$ cat config.mk
export PLATFORM = sky130hd
export DESIGN_NAME = epoch_seconds_to_calendar
export DESIGN_NICKNAME = d
export VERILOG_FILES = /design/src/rtl/es2cal_pkg.sv /design/src/rtl/epoch_seconds_to_calendar.sv
export SDC_FILE = /design/constraint.sdc
export NUM_CORES = 2
export LEC_CHECK = 0
export BUFFER_PORTS_ARGS = -buffer_cell sky130_fd_sc_hd__buf_2
export CAP_MARGIN = 30
export CORE_ASPECT_RATIO = 0.8
export CORE_UTILIZATION = 40
export CTS_CLUSTER_DIAMETER = 40
export CTS_CLUSTER_SIZE = 28
export DETAILED_ROUTE_END_ITERATION = 8
export PLACE_DENSITY = 0.54
export SLEW_MARGIN = 25
export SYNTH_ARGS = -nofsm -noshare
export SYNTH_HDL_FRONTEND = slang
export SYNTH_SLANG_ARGS = --single-unit
$ cat constraint.sdc
create_clock -name clk -period 6 [get_ports clk]
set_clock_uncertainty 0.15 [all_clocks]
set_input_delay 1.2 -clock clk [delete_from_list [all_inputs] [get_ports clk]]
set_output_delay 1.2 -clock clk [all_outputs]
set_load 0.02 [all_outputs]
$ cat src/rtl/es2cal_pkg.sv
// Shared types and constants for the epoch seconds to calendar converter.
`default_nettype none
package es2cal_pkg;

  // Input word: one timestamp and its conversion mode.
  typedef struct packed {
    logic [31:0] seconds_since_epoch;
    logic        use_local;
  } in_word_t;

  // Output word: broken-down calendar time.
  typedef struct packed {
    logic [5:0] second;
    logic [5:0] minute;
    logic [4:0] hour;
    logic [4:0] day_of_month;
    logic [3:0] month;
    logic [7:0] years_since_1900;
    logic [2:0] weekday;
    logic [8:0] day_of_year;
    logic       range_clipped;
  } out_word_t;

  // Calendar constants.
  localparam logic [7:0]  BASE_YEAR       = 8'd70;
  localparam logic [15:0] HOURS_PER_4YEAR = 16'd35064;
  localparam logic [15:0] YEAR1_START     = 16'd8760;
  localparam logic [15:0] YEAR2_START     = 16'd17520;
  localparam logic [15:0] YEAR3_START     = 16'd26304;
  localparam logic [2:0]  EPOCH_WEEKDAY   = 3'd4;
  localparam logic [8:0]  FEB29_YDAY      = 9'd59;
  localparam logic [1:0]  LEAP_YEAR_SLOT  = 2'd2;

  // Day of year at which each month starts in a common year.
  localparam logic [8:0] MONTH_START [12] = '{
    9'd0, 9'd31, 9'd59, 9'd90, 9'd120, 9'd151,
    9'd181, 9'd212, 9'd243, 9'd273, 9'd304, 9'd334
  };

  // Reciprocal constants for exact division by constants.
  // Quotient = (x * M) >> K with K = input bits + ceil(log2 divisor).
  localparam int unsigned     K_DIV15_30 = 34;
  localparam logic [30:0]     M_DIV15_30 = 31'(((64'd1 << 34) + 64'd14) / 64'd15);
  localparam int unsigned     K_DIV15_25 = 29;
  localparam logic [25:0]     M_DIV15_25 = 26'(((64'd1 << 29) + 64'd14) / 64'd15);
  localparam int unsigned     K_DIV3_18  = 20;
  localparam logic [18:0]     M_DIV3_18  = 19'(((64'd1 << 20) + 64'd2) / 64'd3);
  localparam int unsigned     K_DIV4383  = 31;
  localparam logic [18:0]     M_DIV4383  = 19'(((64'd1 << 31) + 64'd4382) / 64'd4383);
  localparam int unsigned     K_DIV7_17  = 20;
  localparam logic [17:0]     M_DIV7_17  = 18'(((64'd1 << 20) + 64'd6) / 64'd7);
  localparam int unsigned     K_DIV3_11  = 13;
  localparam logic [11:0]     M_DIV3_11  = 12'(((64'd1 << 13) + 64'd2) / 64'd3);

endpackage
`default_nettype wire

$ cat src/rtl/epoch_seconds_to_calendar.sv
// Pipelined converter from epoch seconds to calendar fields.
//
// Channel   Direction  Signals                   Handshake
// config    in         cfg_we, cfg_wdata         written when cfg_we is high
// command   in         start, item, busy         word taken when start & !busy
// result    out        done, result              word valid for the one cycle done is high
//
// Eight register stages; a new word may start in every cycle. The depth is
// set by the chain of reciprocal multiplies (divide by 60, 60, 24 and
// 35064) and the month search.
// busy is never raised, and the receiver cannot hold results off.
// Synchronous reset clears the valid bits and sets the zone offset to zero.
`default_nettype none
module epoch_seconds_to_calendar (
  input  wire                     clk,
  input  wire                     rst,
  input  wire                     cfg_we,
  input  wire logic signed [16:0] cfg_wdata,
  input  wire                     start,
  input  es2cal_pkg::in_word_t    item,
  output logic                    busy,
  output logic                    done,
  output es2cal_pkg::out_word_t   result
);
  import es2cal_pkg::*;

  // Zone offset register.
  logic signed [16:0] zone_offset;

  always_ff @(posedge clk) begin
    if (rst) begin
      zone_offset <= '0;
    end else if (cfg_we) begin
      zone_offset <= cfg_wdata;
    end
  end

  // The pipeline never stalls.
  assign busy = 1'b0;

  // Valid bits of the stages.
  logic [8:1] valid;

  always_ff @(posedge clk) begin
    if (rst) begin
      valid <= '0;
    end else begin
      valid <= {valid[7:1], start & ~busy};
    end
  end

  // Stage 1: zone adjustment with saturation.
  logic signed [33:0] adj_sum;
  logic [31:0]        s1_t;
  logic               s1_clip;

  assign adj_sum = $signed({2'b00, item.seconds_since_epoch})
                 + $signed({{17{zone_offset[16]}}, zone_offset});

  always_ff @(posedge clk) begin
    if (!item.use_local) begin
      s1_t    <= item.seconds_since_epoch;
      s1_clip <= 1'b0;
    end else if (adj_sum[33]) begin
      s1_t    <= '0;
      s1_clip <= 1'b1;
    end else if (adj_sum[32]) begin
      s1_t    <= '1;
      s1_clip <= 1'b1;
    end else begin
      s1_t    <= adj_sum[31:0];
      s1_clip <= 1'b0;
    end
  end

  // Stage 2: total minutes.
  logic [60:0] min_prod;
  logic [31:0] s2_t;
  logic [26:0] s2_m;
  logic        s2_clip;

  assign min_prod = s1_t[31:2] * M_DIV15_30;

  always_ff @(posedge clk) begin
    s2_t    <= s1_t;
    s2_m    <= min_prod[60:K_DIV15_30];
    s2_clip <= s1_clip;
  end

  // Stage 3: seconds and total hours.
  logic [50:0] hour_prod;
  logic [5:0]  s3_sec;
  logic [26:0] s3_m;
  logic [20:0] s3_h;
  logic        s3_clip;

  assign hour_prod = s2_m[26:2] * M_DIV15_25;

  always_ff @(posedge clk) begin
    s3_sec  <= s2_t[5:0] - 6'(s2_m[5:0] * 6'd60);
    s3_m    <= s2_m;
    s3_h    <= hour_prod[49:K_DIV15_25];
    s3_clip <= s2_clip;
  end

  // Stage 4: minutes, total days and the 4-year block.
  logic [36:0] day_prod;
  logic [36:0] quad_prod;
  logic [5:0]  s4_sec;
  logic [5:0]  s4_min;
  logic [20:0] s4_h;
  logic [15:0] s4_days;
  logic [5:0]  s4_quad;
  logic        s4_clip;

  assign day_prod  = s3_h[20:3] * M_DIV3_18;
  assign quad_prod = s3_h[20:3] * M_DIV4383;

  always_ff @(posedge clk) begin
    s4_sec  <= s3_sec;
    s4_min  <= s3_m[5:0] - 6'(s3_h[5:0] * 6'd60);
    s4_h    <= s3_h;
    s4_days <= day_prod[35:K_DIV3_18];
    s4_quad <= quad_prod[36:K_DIV4383];
    s4_clip <= s3_clip;
  end

  // Stage 5: hours within the block, block base year, weekday quotient.
  logic [16:0] wd_sum;
  logic [34:0] wd_prod;
  logic [5:0]  s5_sec;
  logic [5:0]  s5_min;
  logic [15:0] s5_hrem;
  logic [7:0]  s5_base;
  logic [16:0] s5_dw;
  logic [13:0] s5_wq;
  logic        s5_clip;

  assign wd_sum  = {1'b0, s4_days} + 17'(EPOCH_WEEKDAY);
  assign wd_prod = wd_sum * M_DIV7_17;

  always_ff @(posedge clk) begin
    s5_sec  <= s4_sec;
    s5_min  <= s4_min;
    s5_hrem <= s4_h[15:0] - 16'(s4_quad * HOURS_PER_4YEAR);
    s5_base <= BASE_YEAR + {s4_quad, 2'b00};
    s5_dw   <= wd_sum;
    s5_wq   <= wd_prod[33:K_DIV7_17];
    s5_clip <= s4_clip;
  end

  // Stage 6: year within the block and hours into that year; weekday.
  logic [1:0]  yoff;
  logic [15:0] ystart;
  logic [5:0]  s6_sec;
  logic [5:0]  s6_min;
  logic [13:0] s6_hy;
  logic [7:0]  s6_year;
  logic        s6_leap;
  logic [2:0]  s6_wday;
  logic        s6_clip;

  always_comb begin
    priority if (s5_hrem >= YEAR3_START) begin
      yoff   = 2'd3;
      ystart = YEAR3_START;
    end else if (s5_hrem >= YEAR2_START) begin
      yoff   = 2'd2;
      ystart = YEAR2_START;
    end else if (s5_hrem >= YEAR1_START) begin
      yoff   = 2'd1;
      ystart = YEAR1_START;
    end else begin
      yoff   = 2'd0;
      ystart = '0;
    end
  end

  always_ff @(posedge clk) begin
    s6_sec  <= s5_sec;
    s6_min  <= s5_min;
    s6_hy   <= 14'(s5_hrem - ystart);
    s6_year <= s5_base + {6'd0, yoff};
    s6_leap <= (yoff == LEAP_YEAR_SLOT);
    s6_wday <= s5_dw[2:0] - 3'(s5_wq[2:0] * 3'd7);
    s6_clip <= s5_clip;
  end

  // Stage 7: day of year.
  logic [22:0] yday_prod;
  logic [5:0]  s7_sec;
  logic [5:0]  s7_min;
  logic [13:0] s7_hy;
  logic [8:0]  s7_yday;
  logic [7:0]  s7_year;
  logic        s7_leap;
  logic [2:0]  s7_wday;
  logic        s7_clip;

  assign yday_prod = s6_hy[13:3] * M_DIV3_11;

  always_ff @(posedge clk) begin
    s7_sec  <= s6_sec;
    s7_min  <= s6_min;
    s7_hy   <= s6_hy;
    s7_yday <= yday_prod[21:K_DIV3_11];
    s7_year <= s6_year;
    s7_leap <= s6_leap;
    s7_wday <= s6_wday;
    s7_clip <= s6_clip;
  end

  // Stage 8: hour of day, month and day of month into the output register.
  logic       feb29;
  logic [8:0] cday;
  logic [3:0] mon;
  logic [8:0] mday;

  assign feb29 = s7_leap && (s7_yday == FEB29_YDAY);
  assign cday  = (s7_leap && (s7_yday > FEB29_YDAY)) ? s7_yday - 9'd1 : s7_yday;

  // Later months win, so the last start not beyond the day picks the month.
  always_comb begin
    mon = '0;
    for (logic [3:0] i = 4'd1; i < 4'd12; i++) begin
      if (cday >= MONTH_START[i]) begin
        mon = i;
      end
    end
    mday = cday - MONTH_START[mon] + 9'd1;
  end

  always_ff @(posedge clk) begin
    result.second           <= s7_sec;
    result.minute           <= s7_min;
    result.hour             <= s7_hy[4:0] - 5'(s7_yday[4:0] * 5'd24);
    result.day_of_month     <= feb29 ? 5'd29 : mday[4:0];
    result.month            <= feb29 ? 4'd1 : mon;
    result.years_since_1900 <= s7_year;
    result.weekday          <= s7_wday;
    result.day_of_year      <= s7_yday;
    result.range_clipped    <= s7_clip;
  end

  assign done = valid[8];

endmodule
`default_nettype wire
==> flow_metrics.tcl <==
set metrics [dict create \
    worstPathMaxFanout 5 \
    max_freq_mhz 160 \
    start_util_pct 40.6 \
    whs_ps 163 \
    antenna_found_initial 0 \
    maxSlewHeadroom_pct 52.3 \
    drv_slew 0 \
    grt_first_pass_wirelength_um 155000 \
    rows 105 \
    maxCapViolCount 0 \
    clock_latency_ps 640 \
    required_ps 6330 \
    fin_nets 6168 \
    grt_pass1_vias 29300 \
    worst_pin_slew_ps 716 \
    hold_viol_final 0 \
    cts_buffers 58 \
    min_path_type "reg2reg" \
    grt_overflow 0 \
    drive_above_1_share_pct 16.5 \
    place.gp.congestion 0.865 \
    dp_hpwl_um 82400 \
    wl_per_cell_um 15.7 \
    fillCellCount 9579 \
    grtUsageTotal_pct 18.4 \
    dp_slack_ps -701 \
    syn-cell-area_um2 41800 \
    antenna_cells 0 \
    ios 103 \
    arrival_ps 6600 \
    seq_area_um2 6890 \
    startpoint_type "flop" \
    ys_types 88 \
    drtIter0Drc 1186 \
    status "finished with violations" \
    setup_viol 15 \
    yosysSeqAreaShare_pct 16.4 \
    portBuffers 101 \
    yosys-top-cells-area "ha_1, fa_1, dfxtp_1" \
    synth_top_cell_area_share_pct 29.0 \
    wl_um 94300 \
    grt_max_degree 35 \
    netlist_instances 4054 \
    ant_nets 0 \
    period_share_pct 104 \
    fin_cells 6004 \
    synth_fp_nets 5656 \
    holdBufCountCts 0 \
    cts_tree "yes" \
    multiInputGateArea_um2 32200 \
    syn_to_final_growth_pct 19.8 \
    final_cell_mix "inv_1, ha_1, fa_1" \
    worstSetupEndpointType "flop" \
    die_y_um 291 \
    clock-sinks 343 \
    path_class "reg2reg" \
    synth-seq-cells 343 \
    vias_per_cell 4.70 \
    yosys.area.top_type "ha_1" \
    via_count 28200 \
    dp_cells 5876 \
    cts_root_buffer "clkbuf_16" \
    yosysWarnings 0 \
    worst_slack_ps -268 \
    clock_path_buffers 3 \
    synth_area_per_cell_um2 10.3 \
    coreArea_um2 103000 \
    die_area_um2 106000 \
    layout_commonest_cell "inv_1" \
    postSynth.asyncResetShare_pct 0 \
    dr.pass1.iters 5 \
    drcViolationCount 0 \
    synth_edf_count 0 \
    rsz0062_at_grt "yes" \
    ys.flop_type "dfxtp_1" \
    period_minus_slack_ps 6270 \
    violations "negative setup slack" \
    clk_pin_slew_ps 60 \
    die_w_um 364 \
    htree_num_levels 2 \
]
[synthesized netlist by cell type (8+ instances only)]
cell type and number:
ha_1 969, inv_1 960, fa_1 579, dfxtp_1 343, xnor2_1 136, a21oi_1 134, nor2_1 123, nand2_1 102
o21ai_0 79, a21o_1 51, xor2_1 51, nand3_1 42, nor2b_1 34, nor3_1 34, o22ai_1 34, nor4_1 32
nand4_1 24, o21a_1 24, nand2b_1 22, mux2i_1 21, and3_1 18, clkbuf_1 18, a211oi_1 17, a31oi_1 15
o211ai_1 13, o21bai_1 13, a21boi_0 11, and2_1 10, o31ai_1 9, or2_2 8
[worst paths after layout]
| kind | endpoint | from | depth (start not counted) | slack (ps) |
|---|---|---|---|---|
| worst max-delay path | s2_m[26] | s1_t[29] | 23 | -270 |
| worst min-delay path | s7_sec[0] | s6_sec[0] | 0 | 160 |
| worst max register to register | s2_m[26] | s1_t[29] | 23 | -270 |
| worst min register to register | s7_sec[0] | s6_sec[0] | 0 | 160 |
[through the flow]
step / cell area [um^2] / TNS, ps / util (%)
after floorplan: 41900 / 0 / -
after global placement: 46900 / -9430 / 45.5
after detailed placement: 46900 / -10830 / 45.5
after CTS: 49500 / -2730 / 48.0
after global routing: 50100 / -5000 / 48.6
final: 50100 / -2540 / 48.6
[final cells by class]
type,instances,area share [%]
clock buffer,63,3.02
inverter,960,7.19
timing repair buffer,480,7.21
clock inverter,44,1.13
sequential,343,13.8
tap,1391,3.47
multi-input combinational,2723,64.2
[critical path: stages (launching register included)]
cell,delay (ps)
dfxtp_4,360
buf_6,110
ha_4,120
inv_2,30
fa_1,530
fa_1,460
fa_1,520
inv_2,40
fa_1,560
fa_1,470
ha_4,270
ha_4,280
nand4_1,170
nor4_4,270
nor3b_2,240
buf_4,130
a21o_1,160
o31ai_4,80
buf_4,150
a31oi_4,270
o311ai_4,140
a21oi_4,290
a311o_1,210
o211ai_1,90
[timing repair]
item / in CTS / in global routing
buffers inserted: 16 / 5
resized for setup: 87 / 98
pin swaps: 78 / 67
endpoints found under the setup margin: 35 / 47
[per-layer routing]
metal | wire [um] | global-route usage, % | vias up | part of all wire [%]
met5 | 0 | 0 | - | 0
met4 | 1080 | 2.68 | 0 | 1.1
met3 | 4490 | 3.12 | 78 | 4.8
met2 | 37900 | 26.1 | 396 | 40
met1 | 50800 | 29.1 | 13400 | 54
li1 | - | - | 14300 | -
[state kept, by name (all words and copies together), names as in the netlist, 8 cells and up]
signal       flops
result          47
s1_t            32
s2_m            27
s3_h            21
s4_days         16
s4_h            16
s5_hrem         16
s6_hy           14
s6_year          8
s7_yday          9
s7_year          8
valid            8
zone_offset     17
[kinds of logic after synthesis]
kind of cell | Yosys count | share of synthesized area [%]
fa+ha+maj | 1548 | 56.7
buf+inv | 988 | 8.92
simple gates | 491 | 5.99
compound gates | 473 | 7.46
flops | 343 | 16.4
xor+xnor | 189 | 4.02
mux | 21 | 0.502
other cells | 1 | 0.00896
Power is not shown: default switching activity piles up to over one toggle a cycle in this logic, so the estimate is an artifact.
